==> src/sv/mte_pkg.sv <==
package mte_pkg;

	localparam int unsigned PT_W       = 7;
	localparam int unsigned SIZE_W     = 3;
	localparam int unsigned PC_W       = 3;
	localparam int unsigned MAX_POINTS = 7;
	localparam int unsigned APB_AW     = 3;
	localparam int unsigned APB_DW     = 32;

	// register byte addresses, index in bit 2
	localparam logic [APB_AW-1:0] ADDR_NPTS = 3'd0;

	typedef enum logic [1:0] {
		ST_IDLE,
		ST_SCAN,
		ST_EVAL,
		ST_FLUSH
	} state_t;

	typedef struct packed {
		logic clear;
		logic acc;
	} hit_ctl_t;

	function automatic logic [SIZE_W-1:0] ones7(input logic [PT_W-1:0] v);
		logic [SIZE_W-1:0] n;
		n = '0;
		for (int i = 0; i < PT_W; i++) begin
			n = n + SIZE_W'(v[i]);
		end
		return n;
	endfunction

endpackage

==> src/sv/mte_edge_ram.sv <==
module mte_edge_ram import mte_pkg::*; #(
	parameter int unsigned DEPTH = 16,
	parameter int unsigned AW    = 4
) (
	input  logic            clk,
	input  logic            wr_en,
	input  logic [AW-1:0]   wr_addr,
	input  logic [PT_W-1:0] wr_data,
	input  logic [AW-1:0]   rd_addr,
	output logic [PT_W-1:0] rd_data
);

	logic [PT_W-1:0] mem_q [DEPTH];
	logic [PT_W-1:0] rd_data_q;

	always_ff @(posedge clk) begin
		if (wr_en) begin
			mem_q[wr_addr] <= wr_data;
		end
		rd_data_q <= mem_q[rd_addr];
	end

	assign rd_data = rd_data_q;

endmodule

==> src/sv/mte_hit_unit.sv <==
module mte_hit_unit import mte_pkg::*; (
	input  logic            clk,
	input  logic            arst_n,
	input  hit_ctl_t        ctl,
	input  logic [PT_W-1:0] set_mask,
	input  logic [PT_W-1:0] edge_bits,
	output logic            all_met,
	output logic [PT_W-1:0] private_pts
);

	logic            ok_q;
	logic [PT_W-1:0] priv_q;
	logic [PT_W-1:0] hit;
	logic            single;

	// an edge met by one point only makes that point indispensable
	assign hit    = set_mask & edge_bits;
	assign single = (hit != '0) && ((hit & (hit - PT_W'(1))) == '0);

	always_ff @(posedge clk or negedge arst_n) begin
		if (!arst_n) begin
			ok_q   <= 1'b1;
			priv_q <= '0;
		end else if (ctl.clear) begin
			ok_q   <= 1'b1;
			priv_q <= '0;
		end else if (ctl.acc) begin
			ok_q   <= ok_q & (hit != '0);
			priv_q <= priv_q | (single ? hit : '0);
		end
	end

	assign all_met     = ok_q;
	assign private_pts = priv_q;

endmodule

==> src/sv/minimal_transversal_enum_top.sv <==
// Minimal transversal enumerator: edges load into a row store, one item per cycle
// while edge_stall is low. A non-final edge item is taken without a stall; the final one
// starts a search that holds edge_stall high until the final result is taken into the
// output register, while the single edge compare unit walks every stored edge for each
// subset.
// Results leave through an output register; the search waits while it is full.
// arst_n (async, active low) empties the store, clears overflow, sets 7 points.
module minimal_transversal_enum_top import mte_pkg::*; #(
	parameter int unsigned MAX_EDGES = 16
) (
	input  logic                clk,
	input  logic                arst_n,
	// APB-style configuration port
	input  logic                psel,
	input  logic                penable,
	input  logic                pwrite,
	input  logic [APB_AW-1:0]   paddr,
	input  logic [APB_DW-1:0]   pwdata,
	output logic [APB_DW-1:0]   prdata,
	output logic                pready,
	// edge items in
	input  logic                edge_valid,
	output logic                edge_stall,
	input  logic [PT_W-1:0]     edge_mask,
	input  logic                last_edge,
	// result items out
	output logic                res_valid,
	input  logic                res_stall,
	output logic [PT_W-1:0]     transversal_mask,
	output logic [SIZE_W-1:0]   transversal_size,
	output logic                found,
	output logic                last_result,
	output logic                overflowed
);

	localparam int unsigned CNT_W = $clog2(MAX_EDGES + 1);
	localparam int unsigned AW    = (MAX_EDGES > 1) ? $clog2(MAX_EDGES) : 1;

	// ---------------------------------------------------------------------
	// Configuration
	// ---------------------------------------------------------------------
	logic [PC_W-1:0] pc_q;
	logic            cfg_wr;

	assign pready = 1'b1;
	assign cfg_wr = psel && penable && pwrite && (paddr[2] == ADDR_NPTS[2]);

	always_ff @(posedge clk or negedge arst_n) begin
		if (!arst_n) begin
			pc_q <= PC_W'(MAX_POINTS);
		end else if (cfg_wr) begin
			pc_q <= pwdata[PC_W-1:0];
		end
	end

	assign prdata = (paddr[2] == ADDR_NPTS[2]) ? APB_DW'(pc_q) : '0;

	// effective point count is clamped; all_mask is the last subset searched
	logic [PC_W-1:0] pc_eff;
	logic [PT_W-1:0] all_mask;

	assign pc_eff   = (pc_q > PC_W'(MAX_POINTS)) ? PC_W'(MAX_POINTS) : pc_q;
	assign all_mask = ~({PT_W{1'b1}} << pc_eff);

	// ---------------------------------------------------------------------
	// Sequencer state and datapath registers
	// ---------------------------------------------------------------------
	state_t          state_q, state_d;
	logic [CNT_W-1:0] cnt_q;      // edges held in the store
	logic             ovf_q;      // sticky, edges dropped this set
	logic [PT_W-1:0]  set_q;      // candidate subset
	logic [CNT_W-1:0] k_q;        // edge read pointer
	logic             acc_s1;     // read data valid for the compare unit
	logic             pend_v_q;   // one minimal set held back so last_result is known
	logic [PT_W-1:0]  pend_q;

	logic             res_valid_q;
	logic [PT_W-1:0]  mask_q;
	logic [SIZE_W-1:0] size_q;
	logic             found_q;
	logic             last_q;
	logic             ovf_out_q;

	logic            edge_acc;
	logic            start;
	logic            store_room;
	logic            out_free;
	logic            scan_busy;
	logic            minimal;
	logic            eval_go;
	logic            emit_mid;
	logic            emit_fin;
	logic            issue;
	hit_ctl_t        hit_ctl;
	logic            all_met;
	logic [PT_W-1:0] private_pts;
	logic [PT_W-1:0] rd_edge;

	assign edge_stall = (state_q != ST_IDLE);
	assign edge_acc   = edge_valid && !edge_stall;
	assign start      = edge_acc && last_edge;
	assign store_room = (cnt_q < CNT_W'(MAX_EDGES));
	assign out_free   = !res_valid_q || !res_stall;
	assign scan_busy  = (k_q < cnt_q);
	// minimal: meets every edge and each point owns a private edge
	assign minimal    = all_met && (private_pts == set_q);

	// next state
	always_comb begin
		state_d = state_q;
		unique case (state_q)
			ST_IDLE: begin
				if (start) begin
					state_d = (all_mask == '0) ? ST_FLUSH : ST_SCAN;
				end
			end
			ST_SCAN: begin
				if (!scan_busy) begin
					state_d = ST_EVAL;
				end
			end
			ST_EVAL: begin
				if (!(minimal && pend_v_q && !out_free)) begin
					state_d = (set_q == all_mask) ? ST_FLUSH : ST_SCAN;
				end
			end
			ST_FLUSH: begin
				if (out_free) begin
					state_d = ST_IDLE;
				end
			end
			default: state_d = ST_IDLE;
		endcase
	end

	// sequencer outputs
	always_comb begin
		eval_go  = 1'b0;
		emit_fin = 1'b0;
		issue    = 1'b0;
		unique case (state_q)
			ST_IDLE:  ;
			ST_SCAN:  issue = scan_busy;
			ST_EVAL:  eval_go = !(minimal && pend_v_q && !out_free);
			ST_FLUSH: emit_fin = out_free;
			default:  ;
		endcase
		emit_mid      = eval_go && minimal && pend_v_q;
		hit_ctl.clear = start || eval_go;
		hit_ctl.acc   = acc_s1;
	end

	always_ff @(posedge clk or negedge arst_n) begin
		if (!arst_n) begin
			state_q  <= ST_IDLE;
			cnt_q    <= '0;
			ovf_q    <= 1'b0;
			set_q    <= '0;
			k_q      <= '0;
			acc_s1   <= 1'b0;
			pend_v_q <= 1'b0;
		end else begin
			state_q <= state_d;
			acc_s1  <= issue;
			if (edge_acc) begin
				if (store_room) begin
					cnt_q <= cnt_q + CNT_W'(1);
				end else begin
					ovf_q <= 1'b1;
				end
			end
			if (start) begin
				set_q <= PT_W'(1);
				k_q   <= '0;
			end else if (eval_go) begin
				set_q <= set_q + PT_W'(1);
				k_q   <= '0;
			end else if (issue) begin
				k_q <= k_q + CNT_W'(1);
			end
			if (eval_go && minimal) begin
				pend_v_q <= 1'b1;
			end else if (emit_fin) begin
				pend_v_q <= 1'b0;
			end
			// store emptied once the set is finished
			if (emit_fin) begin
				cnt_q <= '0;
				ovf_q <= 1'b0;
			end
		end
	end

	always_ff @(posedge clk) begin
		if (eval_go && minimal) begin
			pend_q <= set_q;
		end
	end

	// ---------------------------------------------------------------------
	// Edge store and compare unit
	// ---------------------------------------------------------------------
	mte_edge_ram #(
		.DEPTH (MAX_EDGES),
		.AW    (AW)
	) u_ram (
		.clk     (clk),
		.wr_en   (edge_acc && store_room),
		.wr_addr (cnt_q[AW-1:0]),
		.wr_data (edge_mask),
		.rd_addr (k_q[AW-1:0]),
		.rd_data (rd_edge)
	);

	mte_hit_unit u_hit (
		.clk         (clk),
		.arst_n      (arst_n),
		.ctl         (hit_ctl),
		.set_mask    (set_q),
		.edge_bits   (rd_edge),
		.all_met     (all_met),
		.private_pts (private_pts)
	);

	// ---------------------------------------------------------------------
	// Output register
	// ---------------------------------------------------------------------
	always_ff @(posedge clk or negedge arst_n) begin
		if (!arst_n) begin
			res_valid_q <= 1'b0;
		end else if (emit_mid || emit_fin) begin
			res_valid_q <= 1'b1;
		end else if (!res_stall) begin
			res_valid_q <= 1'b0;
		end
	end

	always_ff @(posedge clk) begin
		if (emit_mid) begin
			mask_q    <= pend_q;
			size_q    <= ones7(pend_q);
			found_q   <= 1'b1;
			last_q    <= 1'b0;
			ovf_out_q <= ovf_q;
		end else if (emit_fin) begin
			// no minimal set at all gives the single not-found item
			mask_q    <= pend_v_q ? pend_q : '0;
			size_q    <= pend_v_q ? ones7(pend_q) : '0;
			found_q   <= pend_v_q;
			last_q    <= 1'b1;
			ovf_out_q <= ovf_q;
		end
	end

	assign res_valid        = res_valid_q;
	assign transversal_mask = mask_q;
	assign transversal_size = size_q;
	assign found            = found_q;
	assign last_result      = last_q;
	assign overflowed       = ovf_out_q;

	// ---------------------------------------------------------------------
	// Assertions
	// ---------------------------------------------------------------------
	a_cnt_bound: assert property (@(posedge clk) disable iff (!arst_n)
		cnt_q <= CNT_W'(MAX_EDGES))
		else $error("edge count beyond store depth");

	a_priv_subset: assert property (@(posedge clk) disable iff (!arst_n)
		(state_q == ST_SCAN || state_q == ST_EVAL) |-> ((private_pts & ~set_q) == '0))
		else $error("private points outside candidate set");

	a_notfound_last: assert property (@(posedge clk) disable iff (!arst_n)
		(res_valid && !found) |-> (last_result && transversal_mask == '0))
		else $error("not-found item must be the only, final item");

	a_flush_empties: assert property (@(posedge clk) disable iff (!arst_n)
		emit_fin |=> (cnt_q == '0 && !ovf_q && state_q == ST_IDLE))
		else $error("store not emptied after the final item");

endmodule
==> config.mk <==
export PLATFORM = sky130hd
export DESIGN_NAME = minimal_transversal_enum_top
export DESIGN_NICKNAME = d
export VERILOG_FILES = /design/src/sv/mte_pkg.sv /design/src/sv/mte_edge_ram.sv /design/src/sv/mte_hit_unit.sv /design/src/sv/minimal_transversal_enum_top.sv
export SDC_FILE = /design/constraint.sdc
export NUM_CORES = 1
export LEC_CHECK = 0
export BUFFER_PORTS_ARGS = -buffer_cell sky130_fd_sc_hd__buf_2
export CORE_ASPECT_RATIO = 1.25
export CORE_MARGIN = 5
export CORE_UTILIZATION = 45
export CTS_BUF_LIST = sky130_fd_sc_hd__clkbuf_4
export DETAILED_ROUTE_END_ITERATION = 10
export PLACE_DENSITY = 0.79
export SETUP_SLACK_MARGIN = 0.05
export SLEW_MARGIN = 5
export SYNTH_ARGS = -nofsm -noshare
export SYNTH_HDL_FRONTEND = slang
export SYNTH_HIERARCHICAL = 1
export SYNTH_SLANG_ARGS = --single-unit
==> constraint.sdc <==
create_clock -name clk -period 2.6 [get_ports clk]
set_input_delay 0.39 -clock clk [delete_from_list [all_inputs] [get_ports clk]]
set_output_delay 0.39 -clock clk [all_outputs]
set_load 0.01 [all_outputs]
==> results of run 1 <==
==> through the flow <==
stage               TNS, ns  std cells  area, µm²
floorplan                 0        535       7770
global placement          0        767       8060
detailed placement  -0.0402        767       8060
CTS                 -0.0514        799       8350
global route         -0.111        799       8350
finish              -0.0405        799       8350
==> critical path, delay by kind of cell, from the launching register on <==
family / cells / cell delay, ns
adder cells (fa/ha/maj): 4 / 1.87
flip-flops: 1 / 0.44
buffers and inverters: 1 / 0.05
AND/OR/NAND/NOR: 1 / 0.04
==> final timing paths <==
kind                                                      end  cells past startpoint           startpoint
worst max-delay path            transversal_size[1]$_DFFE_PP_                      6  pend_q[0]$_DFFE_PP_
worst min-delay path                      pc_q[2]$_DFFE_PN1P_                      2            pwdata[2]
worst max register to register  transversal_size[1]$_DFFE_PP_                      6  pend_q[0]$_DFFE_PP_
worst min register to register             found$_SDFFE_PP1P_                      2   found$_SDFFE_PP1P_
max in group asynchronous                cnt_q[2]$_DFFE_PN0P_                      2               arst_n
min in group asynchronous                set_q[6]$_DFFE_PN0P_                      2               arst_n
==> layout make-up <==
class                      count  area, µm²  area share
sequential                   173       4940       0.592
multi-input combinational    286       2350       0.281
timing repair buffer          65        413      0.0495
tap                          220        275      0.0330
clock buffer                  19        143      0.0171
clock inverter                12        139      0.0166
inverter                      24       90.1      0.0108
==> routing by layer <==
| metal | track usage | share of wire | up-vias |
|---|---|---|---|
| li1 | - | - | 1980 |
| met1 | 0.170 | 0.38 | 2158 |
| met2 | 0.281 | 0.55 | 136 |
| met3 | 0.0339 | 0.056 | 17 |
| met4 | 0.0429 | 0.014 | 0 |
| met5 | 0 | 0 | - |
==> cell families (layout without fill, tap and decap cells) <==
kind of cell / after synthesis / in the layout / synth area share
other: 2 / 30 / 0.000980
AOI/OAI and AO/OA: 69 / 69 / 0.0643
buffers and inverters: 76 / 120 / 0.0627
xor gates and xnor gates: 15 / 15 / 0.0201
adders and majority gates: 12 / 12 / 0.0232
muxes: 34 / 34 / 0.0990
DFF: 173 / 173 / 0.645
and+or+nand+nor: 126 / 126 / 0.0849
==> sequential cells by signal, indices dropped and copies added, names as in the netlist, 2 cells and up <==
register,flops
u_hit/private_pts,7
cnt_q,5
set_q,7
transversal_size,3
u_ram/rd_data,7
state_q,2
k_q,5
pend_q,7
pc_q,3
transversal_mask,7
u_ram/mem_q,112
==> Yosys cell counts, types with 6 or more instances <==
cell,number
a22oi_1,15
ha_1,7
mux4_2,11
edfxtp_1,130
nand2_1,30
o22ai_1,9
nor3_1,6
inv_1,23
nor2_1,40
nor2b_1,6
buf_4,33
dfxtp_1,9
nand3_1,6
a21oi_1,10
dfrtp_1,30
mux4_1,17
xnor2_1,11
clkbuf_1,6
nand4_1,6
==> power by group through the flow <==
stage	combinational (mW)	sequential, mW	clock, mW
floorplan	1.99	3.73	0
CTS	2.48	3.81	1.53
global placement	2.35	3.84	0
finish	2.47	3.81	1.50
global route	2.73	3.86	1.66
detailed placement	2.48	3.87	0
==> placed cells by master (no fill, tap or decap), types with 3 or more instances in the layout <==
cell type and count:
edfxtp_1 130, nor2_1 40, buf_2 36, nand2_1 30
conb_1 30, dfrtp_1 30, buf_4 27, inv_1 23
clkbuf_4 19, mux4_1 17, a22oi_1 15, xnor2_1 11
mux4_2 11, a21oi_1 10, o22ai_1 9, dfxtp_1 9
ha_1 7, nor2b_1 6, nand3_1 6, nand4_1 6
nor3_1 6, and2_1 5, nand2b_1 5, and3_1 5
o21ai_0 5, a31oi_1 4, dfstp_2 4, xnor2_2 3
mux2i_1 3, nand3b_1 3, a311oi_1 3, mux2_2 3
fa_1 3, clkinvlp_4 3
==> repair_timing <==
action,in CTS,in global routing
endpoints found under the hold margin,30,0
endpoints found under the setup margin,1,1
setup buffers,0,0
hold buffers,1,0
cloned,0,0
resized for setup,0,0
==> impl_metrics.toml, run 1 <==
[run_status]
status = "finished, violations left"
violations = "negative setup slack"

[die]
die_w_um = 127
initial_core_util = 0.457
rows = 53
num_io_pins = 98
die_h_um = 156
floorplan.core_area_mm2 = 0.0168
dieArea_mm2 = 0.0198

[sta]
relSlewSlack = 0.486
fmax_ghz = 0.379
whs_ns = 0.0686
maxSlewViolCount = 0
rsz0062_at_grt = "true"
hold_viol_final = 0
clock_skew_ns = 0.0133
setup_ws_ns = -0.0405
setup_viol = 1
tightest_slew_ns = 0.771
fin_crit_ns = 2.64
fin_crit_sh = 1.02

[layout]
utilization = 0.498
drive_above_1_share = 0.225
syn2layout_area_growth_pct = 8.97
nFillCells = 1394
antennaDiodeCount = 0
final_nets = 628

[logic_synthesis]
netlist_area_mm2 = 0.00766
synth_top_cell_area_share = 0.510
yosysSeqAreaShare = 0.645
synth_warnings = 6
synthArstFlopShare = 0.197
synth_cell_types = 69
synth_top_area_cell = "edfxtp_1"
ys_top_cells_by_area = "edfxtp_1 (51%), dfrtp_1 (9.8%), mux4_1 (5.8%)"
synth_cells = 507
synth_edf_count = 130
ys.flop_type = "edfxtp_1"
syn_avg_cell_area_um2 = 15.1
synth-seq-cells = 173

[pwr]
p_sw_mw = 2.67
p_int_mw = 5.11
leakage_nw = 3.05
max-vdd-ir-drop_uv = 595
powerDensity_mw_per_mm2 = 932
power_frac_comb = 0.318
pwr-share-seq = 0.489
swShare = 0.343
total_power_mw = 7.78
clockPowerShare = 0.193

[clock_network]
clk_pin_slew_ns = 0.13
clk_path_buf_depth = 2
cts_tree = "built"
numCtsBuffers = 17
cts.sinks = 173
htreeDepth = 4
root_buffer = "clkbuf_4"
clock_latency_ns = 0.55

[global_route]
grt_pass1_wl_um = 22700
antenna_found_initial = 0
track_usage = 0.150
grt_pass1_vias = 4287
grt_overflow = 0
grt_max_degree = 35

[place]
dp_hpwl_um = 10200
portBuffers = 36
routabilityCongestion = 0.848
dp_slack_ns = -0.0402

[detailed_routing]
first_pass_iters = 5
vias = 4291
drtIter0Drc = 410
drc = 0
totalWireLength_um = 14500
vias_per_cell = 5.37
ant_nets = 0
drt-wirelength-per-cell_um = 18.1

[worst_setup_path]
arrival_ns = 2.95
worstPathCellList = "fa_1 > inv_1 > fa_1 > fa_2 > fa_1 > nor2_1"
max_stage_delay_ns = 0.56
cpMaxStageDelayCell = "fa_1"
critPathMaxFanout = 2
crit_type = "flip-flop to flip-flop"
worst_ep_required_time_ns = 2.91
crit_path_start_kind = "flip-flop"
reg2reg_slack_ns = -0.04
worst_setup_path_end_kind = "flip-flop"
crit_top_cell = "fa_1"

[job]
cap_violations = 0

[min_path]
hold_path.class = "input port to flip-flop"
(Power assumes the default switching activity.)
==> inputs of run 2 (changes only) <==
--- a/config.mk
+++ b/config.mk
@@ -5,6 +5,7 @@
 export SDC_FILE = /design/constraint.sdc
 export NUM_CORES = 1
 export LEC_CHECK = 0
+export ABC_AREA = 1
 export BUFFER_PORTS_ARGS = -buffer_cell sky130_fd_sc_hd__buf_2
 export CORE_ASPECT_RATIO = 1.25
 export CORE_MARGIN = 5
==> run 2 against run 1 <==
  * The flow still finishes with violations (negative setup slack)
  * Utilization decreased by 0.13 points
  * Worst hold slack got worse by 0.028 ns
  * Clock power up 9%
  * Combinational power up 13%
  * Non-clock buffer count is 7 lower
  * Fmax is 0.66% higher
  * Cell count up 48%
  * Register-to-register slack improved by 0.02 ns
  * Worst setup slack improved by 0.017 ns
  * Routed wire length grew 18%
  * Count of clock-buffer cells in the layout down 2
  * Global-route usage is 1.4 points higher
  * Critical path type unchanged
  * Highest routed layer unchanged
==> impl_metrics.toml, run 2 <==
[clock_network]
clk_path_buf_depth = 2
root_buffer = "clkbuf_4"
clk_pin_slew_ns = 0.15
cts_tree = "built"
htreeDepth = 4
cts.sinks = 173
numCtsBuffers = 17
clock_latency_ns = 0.57

[sta]
maxSlewViolCount = 0
tightest_slew_ns = 0.780
fmax_ghz = 0.381
rsz0062_at_grt = "true"
fin_crit_sh = 1.01
relSlewSlack = 0.480
fin_crit_ns = 2.62
clock_skew_ns = 0.0213
setup_ws_ns = -0.0232
whs_ns = 0.0409
setup_viol = 1
hold_viol_final = 0

[pwr]
power_frac_comb = 0.345
max-vdd-ir-drop_uv = 432
powerDensity_mw_per_mm2 = 901
total_power_mw = 8.09
swShare = 0.392
pwr-share-seq = 0.452
p_int_mw = 4.92
clockPowerShare = 0.203
leakage_nw = 4.11
p_sw_mw = 3.17

[layout]
top_register = "u_ram/mem_q"
layout.cells.non_filler = 1181
largest_register_ffs = 112
syn2layout_area_growth_pct = 8.36
drive_above_1_share = 0.128
fin_area_mm2 = 0.00898
final_cell_mix = "nand2_1 (233), inv_1 (153), edfxtp_1 (130), nand3_1 (117), nor2_1 (59)"
final_common_cell = "nand2_1"
final_nets = 1000

[logic_synthesis]
synth_cell_types = 37
synth_edf_count = 130
synthArstFlopShare = 0.197
synth_top_area_cell = "edfxtp_1"
ys.flop_type = "edfxtp_1"
ys_top_cells_by_area = "edfxtp_1 (47%), nand2_1 (11%), dfrtp_1 (9.1%)"
netlist_area_mm2 = 0.00829
ys_top_cells_by_count = "nand2_1 (233), inv_1 (153), edfxtp_1 (130)"
synth_cells = 889
synth_top_cell_area_share = 0.471
syn_avg_cell_area_um2 = 9.32
synth.most_common_cell = "nand2_1"
synth_warnings = 6
yosysSeqAreaShare = 0.596
synth-seq-cells = 173

[die]
initial_core_util = 0.458
rows = 55
die_w_um = 131
dieArea_mm2 = 0.0212
die_h_um = 162
floorplan.core_area_mm2 = 0.0181
num_io_pins = 98

[worst_setup_path]
crit_type = "flip-flop to flip-flop"
worst_ep_required_time_ns = 2.95
max_stage_delay_ns = 0.56
critPathMaxFanout = 2
crit_path_start_kind = "flip-flop"
crit_top_cell = "fa_1"
worst_setup_path_end_kind = "flip-flop"
worstPathCellList = "fa_1 > inv_1 > fa_1 > fa_2 > fa_1 > nor2_1"
arrival_ns = 2.97
cpMaxStageDelayCell = "fa_1"

[detailed_routing]
drc = 0
vias_per_cell = 4.98
first_pass_iters = 5
vias = 5879
ant_nets = 0
drtIter0Drc = 505
drt-wirelength-per-cell_um = 14.4
totalWireLength_um = 17000

[global_route]
grt_util_met1 = 0.192
grt_pass1_wl_um = 28100
top_usage_layer = "met2"
grt_max_degree = 35
antenna_found_initial = 1
track_usage = 0.164
grt_pass1_vias = 5791
grt_overflow = 0
use_met2 = 0.290
met3_usage = 0.0362

[place]
place_inst = 1147
dp_slack_ns = -0.0356
routabilityCongestion = 0.864
dpl_cell_area_mm2 = 0.00865
portBuffers = 36
dp_hpwl_um = 11800

[run_status]
status = "finished, violations left"
violations = "negative setup slack"

[min_path]
hold_path.class = "input port to flip-flop"

[job]
cap_violations = 0
## run 2: changes by cell type after synthesis, sizes merged, moves of 7 or more
cell / delta
a21oi: +12
a22oi: -15
inv: +134
mux4: -28
nand2: +212
nand3: +114
nor2: +25
nor2b: -7
o22ai: -9
xnor2: -14
## run 2: final cells by class
type                            count  area, µm²
Antenna cell                        1       2.50
Clock buffer                       17        128
Clock inverter                     15        186
Fill cell                        1633       9120
Inverter                          158        593
Multi-Input combinational cell    531       2500
Sequential cell                   173       4940
Tap cell                          228        285
Timing Repair Buffer               58        348
## run 2: what timing repair did
item	in CTS	in global routing
hold buffers	1	0
resized for setup	0	1
endpoints found under the setup margin	1	3
pin swaps	0	1
endpoints found under the hold margin	30	0
buffers inserted	0	0
## run 2: cell families (layout without fill, tap and decap cells)
| group | Yosys count | in the layout | synth area share |
|---|---|---|---|
| AO/OA/AOI/OAI | 40 | 40 | 0.0272 |
| XOR/XNOR | 6 | 6 | 0.00634 |
| adder cells (fa/ha/maj) | 11 | 11 | 0.0202 |
| buffers and inverters | 213 | 248 | 0.116 |
| flip-flops | 173 | 173 | 0.596 |
| other | 2 | 31 | 0.000906 |
| AND/OR/NAND/NOR | 444 | 444 | 0.233 |
## run 2: power by group through the flow
stage | Sequential [mW] | Clock (mW) | Combinational (mW)
global placement | 3.69 | 0 | 2.69
global route | 3.69 | 1.79 | 3.15
detailed placement | 3.71 | 0 | 2.76
finish | 3.65 | 1.64 | 2.79
floorplan | 3.66 | 0 | 2.05
CTS | 3.65 | 1.68 | 2.79
## run 2: through the flow
step	util	TNS (ns)
after floorplan	-	0
after global placement	0.478	0
after detailed placement	0.478	-0.0356
after CTS	0.496	-0.0358
after global routing	0.496	-0.0618
final	0.496	-0.0232
## run 2: metal layers
metal | up-vias | share of wire
li1 | 2877 | -
met1 | 2736 | 0.39
met2 | 228 | 0.52
met3 | 38 | 0.063
met4 | 0 | 0.026
met5 | - | 0
## run 2: final timing paths
path / from / endpoint / slack [ns] / depth (start not counted)
setup / recovery: pend_q[3]$_DFFE_PP_ / transversal_size[1]$_DFFE_PP_ / -0.02 / 6
hold / removal: pwdata[2] / pc_q[2]$_DFFE_PN1P_ / 0.04 / 3
setup reg to reg: pend_q[3]$_DFFE_PP_ / transversal_size[1]$_DFFE_PP_ / -0.02 / 6
hold reg to reg: ovf_q$_DFFE_PN0P_ / overflowed$_DFFE_PP_ / 0.48 / 0
max in group asynchronous: arst_n / k_q[0]$_DFFE_PN0P_ / 1.64 / 2
min in group asynchronous: arst_n / set_q[6]$_DFFE_PN0P_ / 0.42 / 2
## run 2: worst max-delay path: cells and delay by family (launching register included)
kind	cells	cell delay [ns]
buffers and inverters	1	0.06
adders and majority gates	4	1.87
and+or+nand+nor	1	0.05
DFF	1	0.45
==> inputs of run 3 (changes only) <==
--- a/config.mk
+++ b/config.mk
@@ -6,13 +6,13 @@
 export NUM_CORES = 1
 export LEC_CHECK = 0
 export ABC_AREA = 1
-export BUFFER_PORTS_ARGS = -buffer_cell sky130_fd_sc_hd__buf_2
 export CORE_ASPECT_RATIO = 1.25
 export CORE_MARGIN = 5
 export CORE_UTILIZATION = 45
 export CTS_BUF_LIST = sky130_fd_sc_hd__clkbuf_4
 export DETAILED_ROUTE_END_ITERATION = 10
-export PLACE_DENSITY = 0.79
+export DONT_BUFFER_PORTS = 1
+export PLACE_DENSITY = 0.74
 export SETUP_SLACK_MARGIN = 0.05
 export SLEW_MARGIN = 5
 export SYNTH_ARGS = -nofsm -noshare
==> run 3 against run 2 <==
  * The flow still finishes with violations (negative setup slack)
  * Routed wire length increased by 1.0%
  * First-iteration DRC count decreased by 16%
  * Worst hold slack improved by 0.053 ns
  * Cell count decreased by 1.7%
  * Worst setup slack improved by 0.011 ns
  * Critical path depth unchanged
  * Clock power decreased by 5%
  * Via count decreased by 2.1%
  * Sequential cell count unchanged
  * Global-route usage decreased by 0.051 points
==> impl_metrics.toml, run 3 (synthesis gave the netlist of run 2 again) <==
[worst_setup_path]
worst_setup_path_end_kind = "flip-flop"
worstReg2RegStart = "pend_q[0]$_DFFE_PP_"
max_stage_delay_ns = 0.55
cpMaxStageDelayCell = "fa_1"
ff2ff_path_depth = 6
worstPathCellList = "fa_1 > inv_1 > fa_1 > fa_2 > fa_1 > nor2_1"
crit_top_cell = "fa_1"
crit_path_start_kind = "flip-flop"
reg2reg_slack_ns = -0.01
cp_top_family = "adder cells"
crit_buf_inv = 1
crit_type = "flip-flop to flip-flop"
critPathMaxFanout = 2
arrival_ns = 2.96
rr_endpoint = "transversal_size[1]$_DFFE_PP_"
worst_ep_required_time_ns = 2.94

[sta]
maxSlewViolCount = 0
fin_crit_sh = 1.00
hold_viol_final = 0
setup_viol = 1
fin_tns_setup_ns = -0.0124
clock_skew_ns = 0.0161
tightest_slew_ns = 0.790
setup_ws_ns = -0.0124
fin_crit_ns = 2.61
fmax_ghz = 0.383
rsz0062_at_grt = "true"
relSlewSlack = 0.471

[pwr]
total_power_mw = 7.97
max-vdd-ir-drop_uv = 491
leakage_nw = 4.05
powerDensity_mw_per_mm2 = 891

[place]
dp_hpwl_um = 11700
portBuffers = 0
place_inst = 1115
routabilityCongestion = 0.852

[layout]
syn2layout_area_growth_pct = 7.94
nFillCells = 1640
drive_above_1_share = 0.0987
final_nets = 980
largest_register_ffs = 112
multi_input_area_mm2 = 0.00249
final_common_cell = "nand2_1"
layout.cells.non_filler = 1161
top_register = "u_ram/mem_q"
seqCellArea_mm2 = 0.00494
final_cell_mix = "nand2_1 (233), inv_1 (153), edfxtp_1 (130), nand3_1 (117), nor2_1 (60)"

[die]
die_h_um = 162
die_w_um = 131
initial_core_util = 0.458
dieArea_mm2 = 0.0212
floorplan.core_area_mm2 = 0.0181
num_io_pins = 98
rows = 55

[run_status]
status = "finished, violations left"
violations = "negative setup slack"

[global_route]
track_usage = 0.163
grt_pass1_wl_um = 27600
grt_max_degree = 43
grt_overflow = 0
antenna_found_initial = 1
grt_pass1_vias = 5639

[detailed_routing]
vias_per_cell = 4.96
vias = 5754
totalWireLength_um = 17200
drc = 0
first_pass_iters = 5
drtIter0Drc = 424
drt-wirelength-per-cell_um = 14.8
ant_nets = 0

[min_path]
hold_path.class = "input port to flip-flop"
hp-start = "pwrite"
hold_depth = 2
whs_endpoint = "pc_q[1]$_DFFE_PN1P_"

[clock_network]
clk_path_buf_depth = 2
root_buffer = "clkbuf_4"
cts.sinks = 173
cts_tree = "built"
clk_pin_slew_ns = 0.15
htreeDepth = 4
numCtsBuffers = 17
clock_latency_ns = 0.57

[job]
cap_violations = 0
run 3: changes by cell type in the layout (fill, tap and decap cells not counted), sizes merged:
cell / before / now
bufinv: 3 / 1
clkinv: 4 / 7
buf: 57 / 26
inv: 163 / 165
clkinvlp: 3 / 0
dlygate4sd3: 1 / 12
run 3: power by group:
group          internal, mW  switching (mW)  total, mW  leakage [nW]
Combinational         0.831            1.92       2.75          2.19
Clock                 0.529            1.03       1.55         0.164
Sequential             3.39           0.283       3.67          1.69
Total                  4.74            3.23       7.97          4.05
run 3: how the worst max path moves through the flow:
stage | startpoint | to | slack (ns) | cells after the start
4_1_cts | pend_q[0]$_DFFE_PP_ | transversal_size[1]$_DFFE_PP_ | -0.03 | 6
3_3_place_gp | pend_q[0]$_DFFE_PP_ | transversal_size[1]$_DFFE_PP_ | -0.003 | 6
2_1_floorplan | pend_q[0]$_DFFE_PP_ | transversal_size[1]$_DFFE_PP_ | 0.07 | 6
6_report | pend_q[0]$_DFFE_PP_ | transversal_size[1]$_DFFE_PP_ | -0.01 | 6
3_5_place_dp | pend_q[0]$_DFFE_PP_ | transversal_size[1]$_DFFE_PP_ | -0.02 | 6
5_1_grt | pend_q[0]$_DFFE_PP_ | transversal_size[1]$_DFFE_PP_ | -0.09 | 6
run 3: what timing repair did:
item	in CTS	in global routing
gates resized for setup	0	0
endpoints found under the setup margin	1	2
hold buffers	13	0
setup buffers	0	0
endpoints found under the hold margin	150	0
run 3: worst reg2reg max path, cell delays in order (launching register included):
cell and delay [ns]:
edfxtp_1 0.45, fa_1 0.55, inv_1 0.05, fa_1 0.45, fa_2 0.36, fa_1 0.49
nor2_1 0.04
run 3: per-stage QoR:
| step | util | hold WS, ns | cell area (µm²) | setup slack [ns] |
|---|---|---|---|---|
| 4_1_cts | 0.494 | 0.0638 | 8940 | -0.0269 |
| 5_1_grt | 0.494 | 0.0938 | 8950 | -0.0885 |
| 2_1_floorplan | - | 0.0944 | 8400 | 0.0713 |
| 6_report | 0.494 | 0.0940 | 8950 | -0.0124 |
| 3_3_place_gp | 0.470 | 0.0964 | 8500 | -0.00341 |
| 3_5_place_dp | 0.470 | 0.0960 | 8500 | -0.0212 |
run 3: final cells by class:
cell class                 instances  area share
multi-input combinational        531       0.279
tap                              228      0.0319
clock inverter                    15      0.0194
inverter                         158      0.0663
timing repair buffer              38      0.0366
sequential                       173       0.552
antenna                            1    0.000280
clock buffer                      17      0.0143
run 3: per-layer routing:
layer,up-vias,GRT usage,wire length (µm)
li1,2836,-,-
met1,2657,0.184,6690
met2,222,0.296,8920
met3,39,0.0335,1090
met4,0,0.0781,520
met5,-,0,0
